==> src/design/u8u16_pkg.sv <==
`default_nettype none

package u8u16_pkg;

	// field widths
	localparam int BYTE_W   = 8;
	localparam int UNIT_W   = 16;
	localparam int SCALAR_W = 21;
	localparam int PEND_W   = 2;

	// internal string length counter, saturating at all ones
	localparam int COUNT_BITS = 16;

	// queue between decode and output stage (power of two)
	localparam int QUEUE_DEPTH = 4;
	localparam int QUEUE_PTR_W = $clog2(QUEUE_DEPTH);
	localparam int QUEUE_LVL_W = $clog2(QUEUE_DEPTH + 1);

	localparam logic [UNIT_W-1:0] REPL_UNIT      = 16'hFFFD;
	localparam logic [UNIT_W-1:0] SURR_HI_OFFSET = 16'hD7C0;
	localparam logic [UNIT_W-1:0] SURR_LO_BASE   = 16'hDC00;
	localparam logic [UNIT_W-1:0] UNIT_MAX       = 16'hFFFF;

	// one queue word: the units caused by one input byte
	typedef struct packed {
		logic [UNIT_W-1:0] unit0;
		logic [UNIT_W-1:0] unit1;
		logic              two;    // unit1 follows unit0
		logic              repl0;  // unit0 is a replacement
		logic              repl1;  // unit1 is a replacement
		logic              done;   // terminator word
	} entry_t;

	typedef struct packed {
		logic   valid;
		entry_t entry;
	} head_t;

endpackage

`default_nettype wire

==> src/design/u8u16_byte_if.sv <==
`default_nettype none

interface u8u16_byte_if;
	logic                           valid;
	logic                           ready;
	logic [u8u16_pkg::BYTE_W-1:0]   text_byte;
	logic                           end_of_text;

	modport source (output valid, output text_byte, output end_of_text, input ready);
	modport sink   (input valid, input text_byte, input end_of_text, output ready);
endinterface

`default_nettype wire

==> src/design/u8u16_unit_if.sv <==
`default_nettype none

interface u8u16_unit_if;
	logic                           valid;
	logic                           ready;
	logic [u8u16_pkg::UNIT_W-1:0]   code_unit;
	logic                           last_of_item;
	logic [u8u16_pkg::UNIT_W-1:0]   unit_count;
	logic                           error_seen;
	logic                           string_done;

	modport source (output valid, output code_unit, output last_of_item,
		output unit_count, output error_seen, output string_done, input ready);
	modport sink   (input valid, input code_unit, input last_of_item,
		input unit_count, input error_seen, input string_done, output ready);
endinterface

`default_nettype wire

==> src/design/utf8_to_utf16_stream_decoder_core.sv <==
// UTF-8 to UTF-16 stream decoder.
// bytes: one UTF-8 byte per word (text_byte), or a terminator word with
//   end_of_text set. units: UTF-16 code units with a running unit count,
//   a sticky error flag, last_of_item on the final unit a byte causes and
//   string_done on the unit (code 0) that answers the terminator.
// Bytes in the middle of a sequence give no unit; a finished scalar above
//   0xFFFF gives a surrogate pair; a bad byte gives 0xFFFD, and a byte that
//   breaks a sequence gives 0xFFFD before it is decoded afresh.
// Structure: a decode front end holds the sequence state and turns each byte
//   that gives units, and each terminator, into one queue word (up to two
//   units) in the cycle it is taken; a four-word queue feeds an output stage
//   that keeps count and error flag and owns the output register.
// Throughput: one byte per cycle while each byte gives at most one unit and
//   the receiver is ready; a word with two units holds the output stage until
//   both are sent, the queue absorbs the difference until it fills and ready drops.
// Path: the byte is written into the queue at the edge that takes it, and its
//   first unit loads the output register from the queue head once the output
//   stage is free (empty, or its unit taken by the receiver).
// A stalled receiver holds the output register; the queue keeps accepting
//   bytes until it is full.
// Reset clears sequence state, queue, count, error flag and output valid.
`default_nettype none

module utf8_to_utf16_stream_decoder_core (
	input  wire logic     clk,
	input  wire logic     arst_n,
	u8u16_byte_if.sink    bytes,
	u8u16_unit_if.source  units
);
	import u8u16_pkg::*;

	logic   q_push;
	logic   q_full;
	logic   q_pop;
	entry_t q_entry;
	head_t  q_head;

	// decode: sequence state and classification
	u8u16_front u_front (
		.clk     (clk),
		.arst_n  (arst_n),
		.bytes   (bytes),
		.q_full  (q_full),
		.q_push  (q_push),
		.q_entry (q_entry)
	);

	// decouples decode from a stalled or busy output stage
	u8u16_queue u_queue (
		.clk        (clk),
		.arst_n     (arst_n),
		.push       (q_push),
		.push_entry (q_entry),
		.full       (q_full),
		.head       (q_head),
		.pop        (q_pop)
	);

	// output stage: unit sequencing, count, error flag
	u8u16_back u_back (
		.clk    (clk),
		.arst_n (arst_n),
		.head   (q_head),
		.pop    (q_pop),
		.units  (units)
	);

	// the decoder never writes into a full queue
	a_no_overflow: assert property (@(posedge clk) disable iff (!arst_n)
		!(q_push && q_full))
		else $error("queue written while full");

	// terminator result is a lone NUL that closes its byte
	a_done_form: assert property (@(posedge clk) disable iff (!arst_n)
		(units.valid && units.string_done) |-> (units.last_of_item && units.code_unit == '0))
		else $error("terminator result malformed");

	// only a high surrogate half or a replacement can be followed by a unit
	a_first_of_two: assert property (@(posedge clk) disable iff (!arst_n)
		(units.valid && !units.last_of_item) |->
		(!units.string_done && ((units.code_unit >= 16'hD800 && units.code_unit <= 16'hDFBF)
		|| units.code_unit == REPL_UNIT)))
		else $error("unexpected first unit of a pair");

endmodule

`default_nettype wire

==> src/design/u8u16_front.sv <==
`default_nettype none

module u8u16_front (
	input  wire logic              clk,
	input  wire logic              arst_n,
	u8u16_byte_if.sink             bytes,
	input  wire logic              q_full,
	output logic                   q_push,
	output u8u16_pkg::entry_t      q_entry
);
	import u8u16_pkg::*;

	logic [PEND_W-1:0]   pend_q, pend_d;
	logic [SCALAR_W-1:0] acc_q, acc_d;

	logic [BYTE_W-1:0]   c;
	logic                accept;
	logic                id_ascii, id_illegal, is_cont;
	logic [PEND_W-1:0]   id_pend;
	logic [SCALAR_W-1:0] id_acc;
	logic [SCALAR_W-1:0] s_fin;
	logic                fin_two;
	logic [UNIT_W-1:0]   fin_hi, fin_lo;

	assign c           = bytes.text_byte;
	assign bytes.ready = !q_full;
	assign accept      = bytes.valid && !q_full;

	// lead byte classification from idle
	assign id_ascii   = !c[7];
	assign is_cont    = (c[7:6] == 2'b10);
	assign id_illegal = is_cont || (c[7:3] == 5'b11111);

	always_comb begin
		if (c[7:5] == 3'b110) begin
			id_pend = 2'd1;
			id_acc  = SCALAR_W'({c[4:0], 6'd0});
		end else if (c[7:4] == 4'b1110) begin
			id_pend = 2'd2;
			id_acc  = SCALAR_W'({c[3:0], 6'd0});
		end else begin
			id_pend = 2'd3;
			id_acc  = SCALAR_W'({c[2:0], 6'd0});
		end
	end

	// final continuation: finished scalar and its surrogate split
	assign s_fin   = acc_q + SCALAR_W'(c[5:0]);
	assign fin_two = |s_fin[SCALAR_W-1:16];
	assign fin_hi  = UNIT_W'(s_fin[SCALAR_W-1:10]) + SURR_HI_OFFSET;
	assign fin_lo  = UNIT_W'(s_fin[9:0]) + SURR_LO_BASE;

	always_comb begin
		q_push  = 1'b0;
		q_entry = '0;
		pend_d  = pend_q;
		acc_d   = acc_q;
		if (accept) begin
			if (bytes.end_of_text) begin
				q_push        = 1'b1;
				q_entry.done  = 1'b1;
				pend_d        = '0;
				acc_d         = '0;
			end else if (pend_q == '0) begin
				if (id_ascii) begin
					q_push        = 1'b1;
					q_entry.unit0 = UNIT_W'(c);
				end else if (id_illegal) begin
					q_push        = 1'b1;
					q_entry.unit0 = REPL_UNIT;
					q_entry.repl0 = 1'b1;
				end else begin
					pend_d = id_pend;
					acc_d  = id_acc;
				end
			end else if (is_cont) begin
				if (pend_q == 2'd1) begin
					q_push        = 1'b1;
					q_entry.unit0 = fin_two ? fin_hi : s_fin[UNIT_W-1:0];
					q_entry.unit1 = fin_lo;
					q_entry.two   = fin_two;
					pend_d        = '0;
					acc_d         = '0;
				end else begin
					acc_d  = {s_fin[SCALAR_W-7:0], 6'd0};
					pend_d = pend_q - 2'd1;
				end
			end else begin
				// sequence cut short: replace, then retake the byte from idle
				q_push        = 1'b1;
				q_entry.unit0 = REPL_UNIT;
				q_entry.repl0 = 1'b1;
				pend_d        = '0;
				acc_d         = '0;
				if (id_ascii) begin
					q_entry.two   = 1'b1;
					q_entry.unit1 = UNIT_W'(c);
				end else if (id_illegal) begin
					q_entry.two   = 1'b1;
					q_entry.unit1 = REPL_UNIT;
					q_entry.repl1 = 1'b1;
				end else begin
					pend_d = id_pend;
					acc_d  = id_acc;
				end
			end
		end
	end

	always_ff @(posedge clk or negedge arst_n) begin
		if (!arst_n) begin
			pend_q <= '0;
			acc_q  <= '0;
		end else begin
			pend_q <= pend_d;
			acc_q  <= acc_d;
		end
	end

endmodule

`default_nettype wire

==> src/design/u8u16_queue.sv <==
`default_nettype none

module u8u16_queue (
	input  wire logic              clk,
	input  wire logic              arst_n,
	input  wire logic              push,
	input  wire u8u16_pkg::entry_t push_entry,
	output logic                   full,
	output u8u16_pkg::head_t       head,
	input  wire logic              pop
);
	import u8u16_pkg::*;

	entry_t                 mem_q [QUEUE_DEPTH];
	logic [QUEUE_PTR_W-1:0] wr_ptr_q, rd_ptr_q;
	logic [QUEUE_LVL_W-1:0] level_q;

	assign full       = (level_q == QUEUE_LVL_W'(QUEUE_DEPTH));
	assign head.valid = (level_q != '0);
	assign head.entry = mem_q[rd_ptr_q];

	always_ff @(posedge clk) begin
		if (push) begin
			mem_q[wr_ptr_q] <= push_entry;
		end
	end

	always_ff @(posedge clk or negedge arst_n) begin
		if (!arst_n) begin
			wr_ptr_q <= '0;
			rd_ptr_q <= '0;
			level_q  <= '0;
		end else begin
			if (push) begin
				wr_ptr_q <= wr_ptr_q + QUEUE_PTR_W'(1);
			end
			if (pop) begin
				rd_ptr_q <= rd_ptr_q + QUEUE_PTR_W'(1);
			end
			if (push && !pop) begin
				level_q <= level_q + QUEUE_LVL_W'(1);
			end else if (pop && !push) begin
				level_q <= level_q - QUEUE_LVL_W'(1);
			end
		end
	end

endmodule

`default_nettype wire

==> src/design/u8u16_back.sv <==
`default_nettype none

module u8u16_back (
	input  wire logic              clk,
	input  wire logic              arst_n,
	input  wire u8u16_pkg::head_t  head,
	output logic                   pop,
	u8u16_unit_if.source           units
);
	import u8u16_pkg::*;

	localparam int WIDE_W = COUNT_BITS + UNIT_W;
	localparam logic [COUNT_BITS-1:0] COUNT_MAX = '1;

	logic [COUNT_BITS-1:0] count_q, count_inc;
	logic                  err_q;
	logic                  half_q;

	logic                  valid_q;
	logic [UNIT_W-1:0]     unit_q;
	logic                  last_q;
	logic [UNIT_W-1:0]     cnt_out_q;
	logic                  err_out_q;
	logic                  done_q;

	logic                  load;
	logic                  is_last;
	logic [UNIT_W-1:0]     sel_unit;
	logic                  sel_repl;

	function automatic logic [UNIT_W-1:0] show_count(input logic [COUNT_BITS-1:0] n);
		logic [WIDE_W-1:0] wide;
		wide = WIDE_W'(n);
		return (wide > WIDE_W'(UNIT_MAX)) ? UNIT_MAX : wide[UNIT_W-1:0];
	endfunction

	assign load      = head.valid && (!valid_q || units.ready);
	assign sel_unit  = half_q ? head.entry.unit1 : head.entry.unit0;
	assign sel_repl  = half_q ? head.entry.repl1 : head.entry.repl0;
	assign is_last   = head.entry.done || !head.entry.two || half_q;
	assign pop       = load && is_last;
	assign count_inc = (count_q == COUNT_MAX) ? count_q : count_q + COUNT_BITS'(1);

	assign units.valid        = valid_q;
	assign units.code_unit    = unit_q;
	assign units.last_of_item = last_q;
	assign units.unit_count   = cnt_out_q;
	assign units.error_seen   = err_out_q;
	assign units.string_done  = done_q;

	always_ff @(posedge clk or negedge arst_n) begin
		if (!arst_n) begin
			valid_q <= 1'b0;
			half_q  <= 1'b0;
			count_q <= '0;
			err_q   <= 1'b0;
		end else if (load) begin
			valid_q <= 1'b1;
			if (head.entry.done) begin
				count_q <= '0;
				err_q   <= 1'b0;
				half_q  <= 1'b0;
			end else begin
				count_q <= count_inc;
				err_q   <= err_q | sel_repl;
				half_q  <= !is_last;
			end
		end else if (units.ready) begin
			valid_q <= 1'b0;
		end
	end

	always_ff @(posedge clk) begin
		if (load) begin
			last_q <= is_last;
			done_q <= head.entry.done;
			if (head.entry.done) begin
				unit_q    <= '0;
				cnt_out_q <= show_count(count_q);
				err_out_q <= err_q;
			end else begin
				unit_q    <= sel_unit;
				cnt_out_q <= show_count(count_inc);
				err_out_q <= err_q | sel_repl;
			end
		end
	end

endmodule

`default_nettype wire

==> src/flat_wrapper.sv <==
// flat-port wrapper written by rule: the top's interface ports become plain ports
module utf8_to_utf16_stream_decoder_core_flat import u8u16_pkg::*;
  (clk, arst_n, bytes_valid, bytes_text_byte, bytes_end_of_text, bytes_ready, units_valid, units_code_unit, units_last_of_item, units_unit_count, units_error_seen, units_string_done, units_ready);
  u8u16_byte_if bytes_i ();
  u8u16_unit_if units_i ();
  input  wire logic clk;
  input  wire logic arst_n;
  input wire logic [$bits(bytes_i.valid)-1:0] bytes_valid;
  input wire logic [$bits(bytes_i.text_byte)-1:0] bytes_text_byte;
  input wire logic [$bits(bytes_i.end_of_text)-1:0] bytes_end_of_text;
  output wire logic [$bits(bytes_i.ready)-1:0] bytes_ready;
  output wire logic [$bits(units_i.valid)-1:0] units_valid;
  output wire logic [$bits(units_i.code_unit)-1:0] units_code_unit;
  output wire logic [$bits(units_i.last_of_item)-1:0] units_last_of_item;
  output wire logic [$bits(units_i.unit_count)-1:0] units_unit_count;
  output wire logic [$bits(units_i.error_seen)-1:0] units_error_seen;
  output wire logic [$bits(units_i.string_done)-1:0] units_string_done;
  input wire logic [$bits(units_i.ready)-1:0] units_ready;
  assign bytes_i.valid = bytes_valid;
  assign bytes_i.text_byte = bytes_text_byte;
  assign bytes_i.end_of_text = bytes_end_of_text;
  assign bytes_ready = bytes_i.ready;
  assign units_valid = units_i.valid;
  assign units_code_unit = units_i.code_unit;
  assign units_last_of_item = units_i.last_of_item;
  assign units_unit_count = units_i.unit_count;
  assign units_error_seen = units_i.error_seen;
  assign units_string_done = units_i.string_done;
  assign units_i.ready = units_ready;
  utf8_to_utf16_stream_decoder_core u_core (.clk(clk), .arst_n(arst_n), .bytes(bytes_i), .units(units_i));
endmodule
==> config.mk <==
export PLATFORM = sky130hd
export DESIGN_NAME = utf8_to_utf16_stream_decoder_core_flat
export DESIGN_NICKNAME = d
export VERILOG_FILES = /design/src/design/u8u16_pkg.sv /design/src/design/u8u16_byte_if.sv /design/src/design/u8u16_unit_if.sv /design/src/design/utf8_to_utf16_stream_decoder_core.sv /design/src/design/u8u16_front.sv /design/src/design/u8u16_queue.sv /design/src/design/u8u16_back.sv /design/src/flat_wrapper.sv
export SDC_FILE = /design/constraint.sdc
export NUM_CORES = 1
export LEC_CHECK = 0
export ABC_AREA = 1
export BUFFER_PORTS_ARGS = -buffer_cell sky130_fd_sc_hd__buf_2
export CAP_MARGIN = 10
export CORE_MARGIN = 8
export CORE_UTILIZATION = 45
export DETAILED_ROUTE_END_ITERATION = 16
export PLACE_DENSITY = 0.67
export SLEW_MARGIN = 20
export SYNTH_ARGS = -nofsm -noshare
export SYNTH_HDL_FRONTEND = slang
export SYNTH_HIERARCHICAL = 1
export SYNTH_SLANG_ARGS = --single-unit
==> constraint.sdc <==
create_clock -name clk -period 4 [get_ports clk]
set_clock_uncertainty 0.2 [all_clocks]
set_input_delay 0.4 -clock clk [delete_from_list [all_inputs] [get_ports clk]]
set_output_delay 0.4 -clock clk [all_outputs]
set_load 0.03 [all_outputs]
# Word-level counts from Yosys, hierarchy flattened
# Memory sizes are Yosys's and may differ from the RTL's.
# Cells that the tools add are included.
[op_classes] reduce_logical=21 muxes=57 n_eq_ne=9 addsub=9 n_bitwise=1
[ops] op="2-to-1 mux 21 bit" count=8
[ops] op="2-to-1 mux 16 bit" count=8
[ops] op="2-to-1 mux 33 bit" count=2
[ops] op="2-to-1 mux 17 bit" count=3
[ops] op="2-to-1 mux 36 bit" count=1
[ops] op="2-to-1 mux 35 bit" count=1
[ops] op="adder 21 x 6 -> 21 bit" count=1
[ops] op="2-to-1 mux 1 bit" count=20
[ops] op="2-to-1 mux 2 bit" count=10
[ops] op="adder 11 x 15 -> 16 bit (second input constant)" count=1
[ops] op="adder 12 x 15 -> 16 bit (second input constant)" count=1
[ops] op="adder 16 x 1 -> 16 bit (second input constant)" count=1
[ops] op="equality test 16 bit (second input constant)" count=1
[ops] op="2-to-1 mux 11 bit" count=1
[ops] op="2-to-1 mux 10 bit" count=1
[ops] op="equality test 3 bit (second input constant)" count=2
[ops] op="logical NOT 1 bit" count=6
[ops] op="2-to-1 mux 3 bit" count=2
[ops] op="!= test 3 bit (second input constant)" count=2
[ops] op="equality test 5 bit (second input constant)" count=1
[ops] op="logical AND 1 bit" count=5
[ops] op="OR reduction 5 bit" count=1
[ops] op="adder 2 x 1 -> 2 bit (second input constant)" count=2
[ops] op="equality test 4 bit (second input constant)" count=1
[ops] op="11 further kinds" count=15
[word_totals] inputBits=13 out_inout_bits=37 reg_bits=84 ram_bits=144 n_memories=1
[memory_table] memory="u_core.u_queue.mem_q" depth=4 width=36 read_ports=1 rd_clocked_by_memory_dff=0 wr=1 line="u8u16_queue.sv:14" source="entry_t mem_q [QUEUE_DEPTH];"

# Logic depth before layout (Yosys ltp)
[logic_depth] depth_word=11 depth_mapped=17 ltp_nobuf=15

# By module
# Netlist, hierarchy kept.
[modules_own_cells] module="u8u16_queue" seq_area_each_um2=4499.3 cells_each=468 area_per_inst_um2=6160.9 n_inst=1
[modules_own_cells] module="u8u16_back" seq_area_each_um2=1526.5 cells_each=331 area_per_inst_um2=2758.9 n_inst=1
[modules_own_cells] module="u8u16_front" seq_area_each_um2=425.4 cells_each=264 area_per_inst_um2=1562.7 n_inst=1

# Worst setup path after synthesis
# OpenSTA, ideal clock, no wires.
[synth_timing] path_type="register to register" from="reg u_core.u_front.pend_q[1]" to="mem u_core/u_queue/mem_q[0][0] in the netlist's numbering, enable pin" path_stages_with_launch=10 n_path_buf=3 setup_time_ns=0.391 required_time_ns=3.409 slack_ns=1.092 arrival_time_ns=2.318 path_cell_list="dfrtp_1 -> inv_1 -> ha_1 -> buf_2 -> buf_1 -> o21ai_0 -> a31oi_1 -> clkbuf_1 -> nand2_1 -> inv_1"
[synth_via] elab_chain_cells=8 elab_cells_between_ends=9
[synth_lines] element="from (decl)" line="u8u16_front.sv:13" source="logic [PEND_W-1:0] pend_q, pend_d;"
[synth_lines] element="from (signal assigned)" line="u8u16_front.sv:115" source="pend_q <= pend_d;"
[synth_lines] element="equality test 2 x 1 -> 1 bit" line="u8u16_front.sv:77" source="if (pend_q == 2'd1) begin"
[synth_lines] element="2-to-1 mux 1 bit" line="u8u16_front.sv:77"
[synth_lines] element="2-to-1 mux 1 bit" line="u8u16_front.sv:76" source="end else if (is_cont) begin"
[synth_lines] element="2-to-1 mux 1 bit *" line="u8u16_front.sv:64" source="end else if (pend_q == '0) begin"
[synth_lines] element="2-to-1 mux 1 bit *" line="u8u16_front.sv:59" source="if (bytes.end_of_text) begin"
[synth_lines] element="2-to-1 mux 1 bit *" line="u8u16_front.sv:58" source="if (accept) begin"
[synth_lines] element="via u_core.q_push" line="utf8_to_utf16_stream_decoder_core.sv:32" source="logic q_push;"
[synth_lines] element="2-to-1 mux 1 bit *" line="u8u16_queue.sv:23" source="if (push) begin"
[synth_lines] element="2-to-1 mux 1 bit (not written as such) *" line="u8u16_queue.sv:24" source="mem_q[wr_ptr_q] <= push_entry;"
[synth_lines] element="to (decl)" line="u8u16_queue.sv:14"
# Mark *: on every way through the listed nets, which the timed path passes. The rest lies on a longest branch.

# Final worst setup path
[layout_timing] from="reg u_core.u_front.pend_q[0]" to="reg u_core.u_queue.level_q[2]"
[layout_via] elab_chain_cells=9 elab_cells_between_ends=12
[layout_lines] element="equality test 2 x 1 -> 1 bit" line="u8u16_front.sv:77"
[layout_lines] element="2-to-1 mux 1 bit" line="u8u16_front.sv:77"
[layout_lines] element="2-to-1 mux 1 bit" line="u8u16_front.sv:76"
[layout_lines] element="2-to-1 mux 1 bit *" line="u8u16_front.sv:64"
[layout_lines] element="2-to-1 mux 1 bit *" line="u8u16_front.sv:59"
[layout_lines] element="2-to-1 mux 1 bit *" line="u8u16_front.sv:58"
[layout_lines] element="via u_core.q_push" line="utf8_to_utf16_stream_decoder_core.sv:32"
[layout_lines] element="logical NOT 1 bit" line="u8u16_queue.sv:42" source="end else if (pop && !push) begin"
[layout_lines] element="logical AND 1 bit" line="u8u16_queue.sv:42"
[layout_lines] element="nonzero test 2 bit (no source line)"
[layout_lines] element="to (signal assigned)" line="u8u16_queue.sv:41" source="level_q <= level_q + QUEUE_LVL_W'(1);"
[layout_lines] element="to (signal assigned)" line="u8u16_queue.sv:43" source="level_q <= level_q - QUEUE_LVL_W'(1);"
[layout_lines] element="to (decl)" line="u8u16_queue.sv:16" source="logic [QUEUE_LVL_W-1:0] level_q;"
# Marked as above.
# A chain may end at the register's enable or synchronous reset.

==> out/metrics.cfg <==
[job]
maxCapViolations = 0

[timing]
fin_setup_tns_ns = 0
rsz0062_at_grt = false
max_freq_mhz = 327
fin_crit_ns = 3.06
hold_viol = 0
finalSetupViolations = 0
tightestPinTransition_ns = 1.06
slew_headroom = 0.291
worst_slack_ns = 0.938
fin_crit_sh = 0.765
drv_slew = 0

[worst_setup_path]
crit_type = flip-flop to flip-flop
critPathMaxStageDelay_ns = 0.54
cp_slowest_cell = a31oi_1
endpoint_kind = flip-flop
worst-path-max-fanout = 12
required_ns = 4.20
cp.arrival_ns = 3.26
crit_chain = inv_1 -> ha_1 -> inv_1 -> o21ai_0 -> a31oi_1 -> ha_1 -> inv_1 -> fa_1 -> nand2_1 -> nand3_1 -> nand2_1 -> nand2_1
start_kind = flip-flop

[clocking]
clk_pin_slew_ns = 0.06
cts_hold_buffers = 6
clockBufferDepth = 3
clkLatencyLatePin_ns = 0.51
numCtsBuffers = 25
post_cts_buffers = 0
htree_levels = 1
ctsResizeCount = 0
clock-sinks = 222
clockRootBuffer = clkbuf_16
cts_tree = built

[place]
dp.final_hpwl_um = 15200
dpl.cell_count = 1394
gp_congestion = 0.856
portBuffers = 49
place_ws_ns = 0.967

[floorplan]
coreArea_um2 = 23200
die_w_um = 169
top_level_ports = 50
die-area_um2 = 28400
row_count = 56
die_h_um = 169
start_util = 0.452

[detailed_routing]
drc = 0
drt-wirelength-per-cell_um = 16.1
wl_um = 23200
firstDrtPassIters = 5
drt_iter0_drc = 554
viasPerCell = 5.07
dr_total_vias = 7320
ant_nets = 0

[synthesis]
yosysTopAreaCellShare = 0.513
synth_xor_area_frac = 0.00836
syn_inst = 1063
synth_area_um2 = 10500
yosysWarningCount = 6
synth-seq-area-share = 0.615
netlist_top_cells_count = 323 x nand2_1, 179 x edfxtp_1, 139 x inv_1
synth_area_leaders = edfxtp_1 51%, nand2_1 12%, dfrtp_1 10%
avgSynthCellArea_um2 = 9.86
ys_ff_latch = 222
yosysUniqueCellTypes = 35
synth-simple-area-share = 0.185
ys_async_sr_fraction = 0.194
synthAdderAreaFrac = 0.0127
ys.flop_type = edfxtp_1
synth_area_leader_cell = edfxtp_1
synth_most_common_cell = nand2_1
synthMuxAreaShare = 0
synth_compound_area_frac = 0.0927
syn_nets = 1086
synth_edf_count = 179
synth_top_family_by_area = simple AND/OR/NAND/NOR gates

[global_routing]
grt_pass1_wl_um = 37900
antenna_found_initial = 0
grt-ovfl-total = 0
first_global_vias = 7059
grt_max_degree = 111
track_usage = 0.166

[pwr]
power.share.clock = 0.252
ir_drop_mv = 0.314
pwr-share-comb = 0.345
power_density_nw_per_um2 = 741
seqPwrFrac = 0.403
swShare = 0.385
internal-power_w = 0.00535
p_leak_nw = 5.08
power.switching_w = 0.00335

[cells_and_area]
final_cells = 1445
drive_gt1_frac = 0.112
syn2layout_area_growth_pct = 11.9
antenna_cells = 0
nNetsFinal = 1131

[hold_path]
hp-class = input pin to flip-flop

[outcome]
status = complete, no violations

[flip-flops by register name (all words and copies together) (netlist names)]
| signal | cells |
|---|---|
| u_core/u_back/units.valid | 1 |
| u_core/u_queue/mem_q | 144 |
| u_core/u_queue/level_q | 3 |
| u_core/u_back/units.code_unit | 16 |
| u_core/u_back/units.last_of_item | 1 |
| u_core/u_queue/rd_ptr_q | 2 |
| u_core/u_back/count_q | 16 |
| u_core/u_back/units.unit_count | 16 |
| u_core/u_back/err_q | 1 |
| u_core/u_queue/wr_ptr_q | 2 |
| u_core/u_front/pend_q | 2 |
| u_core/u_back/half_q | 1 |
| u_core/u_back/units.error_seen | 1 |
| u_core/u_front/acc_q | 15 |
| u_core/u_back/units.string_done | 1 |
[logic make-up after synthesis]
family,count (synthesis)
AND/OR/NAND/NOR,471
flip-flops,222
buffers and inverters,195
AO/OA/AOI/OAI,155
XOR/XNOR,10
adder cells (fa/ha/maj),10
[worst max-delay path: cells and delay by family (launching register included)]
kind                       cells  cell delay, ns
adders and majority gates      3            0.95
AOI/OAI and AO/OA              2            0.69
buffers and inverters          3            0.44
DFF                            1            0.39
and+or+nand+nor                4            0.29
[power by group through the flow]
stage	combinational [W]	sequential, W	clock (W)
after global routing	0.00334	0.00357	0.00234
after CTS	0.00303	0.00351	0.00225
after detailed placement	0.00300	0.00356	0
after global placement	0.00296	0.00355	0
final	0.00300	0.00351	0.00219
after floorplan	0.00201	0.00379	0
[worst paths after layout]
check | start | end | slack, ns | cells past startpoint
max | u_core/u_front/pend_q[0]$_DFFE_PN0P_ | u_core/u_queue/level_q[2]$_DFFE_PN0P_ | 0.94 | 12
min | units_ready | u_core/u_back/units.valid$_DFFE_PN0P_ | 0.05 | 4
max reg2reg | u_core/u_front/pend_q[0]$_DFFE_PN0P_ | u_core/u_queue/level_q[2]$_DFFE_PN0P_ | 0.94 | 12
min reg2reg | u_core/u_front/pend_q[1]$_DFFE_PN0P_ | u_core/u_front/pend_q[1]$_DFFE_PN0P_ | 0.28 | 2
max in group asynchronous | arst_n | u_core/u_back/count_q[15]$_DFFE_PN0P_ | 2.55 | 3
min in group asynchronous | arst_n | u_core/u_back/count_q[0]$_DFFE_PN0P_ | 0.31 | 2
[cell usage in the layout, fill, tap and decap left out, drive strengths merged]
cell | Yosys | layout
o22ai | 1 | 1
clkbuf | 13 | 36
buf | 37 | 62
nand2 | 334 | 334
fa | 1 | 1
clkinvlp | 0 | 4
a211oi | 3 | 3
o21ai | 48 | 48
xnor2 | 3 | 3
and2 | 3 | 3
edfxtp | 179 | 179
bufinv | 0 | 1
clkinv | 4 | 7
nor3 | 2 | 2
ha | 9 | 9
nor2 | 71 | 71
o211ai | 72 | 72
dfrtp | 43 | 43
nand3 | 48 | 48
a21oi | 28 | 28
dlygate4sd3 | 0 | 6
inv | 141 | 142
a31oi | 3 | 3
nand3b | 1 | 1
xor2 | 7 | 7
nand4 | 12 | 12
[per-layer routing]
layer,vias up,part of all wire,GRT usage
met2,188,0.47,0.275
met3,50,0.055,0.0282
met4,0,0.027,0.0493
met5,-,0,0
li1,3627,-,-
met1,3455,0.45,0.221
[per-stage QoR]
| step | power (W) | utilization | area [µm²] | hold WS [ns] |
|---|---|---|---|---|
| floorplan | 0.00580 | - | 10500 | -0.0956 |
| global placement | 0.00651 | 0.469 | 10900 | 0.258 |
| detailed placement | 0.00656 | 0.469 | 10900 | 0.264 |
| CTS | 0.00879 | 0.506 | 11700 | 0.0193 |
| global route | 0.00926 | 0.506 | 11700 | 0.0288 |
| finish | 0.00870 | 0.506 | 11700 | 0.0477 |
[final cells by class]
| cell class | instances | area (µm²) |
|---|---|---|
| fillers | 2117 | 11500 |
| multi-input cells | 646 | 3130 |
| clock buffers | 36 | 717 |
| inverters | 145 | 549 |
| clock inverters | 9 | 81.3 |
| flip-flops and latches | 222 | 6450 |
| repair buffers | 68 | 403 |
| well taps | 319 | 399 |
Power figures use the tool's default switching activity.
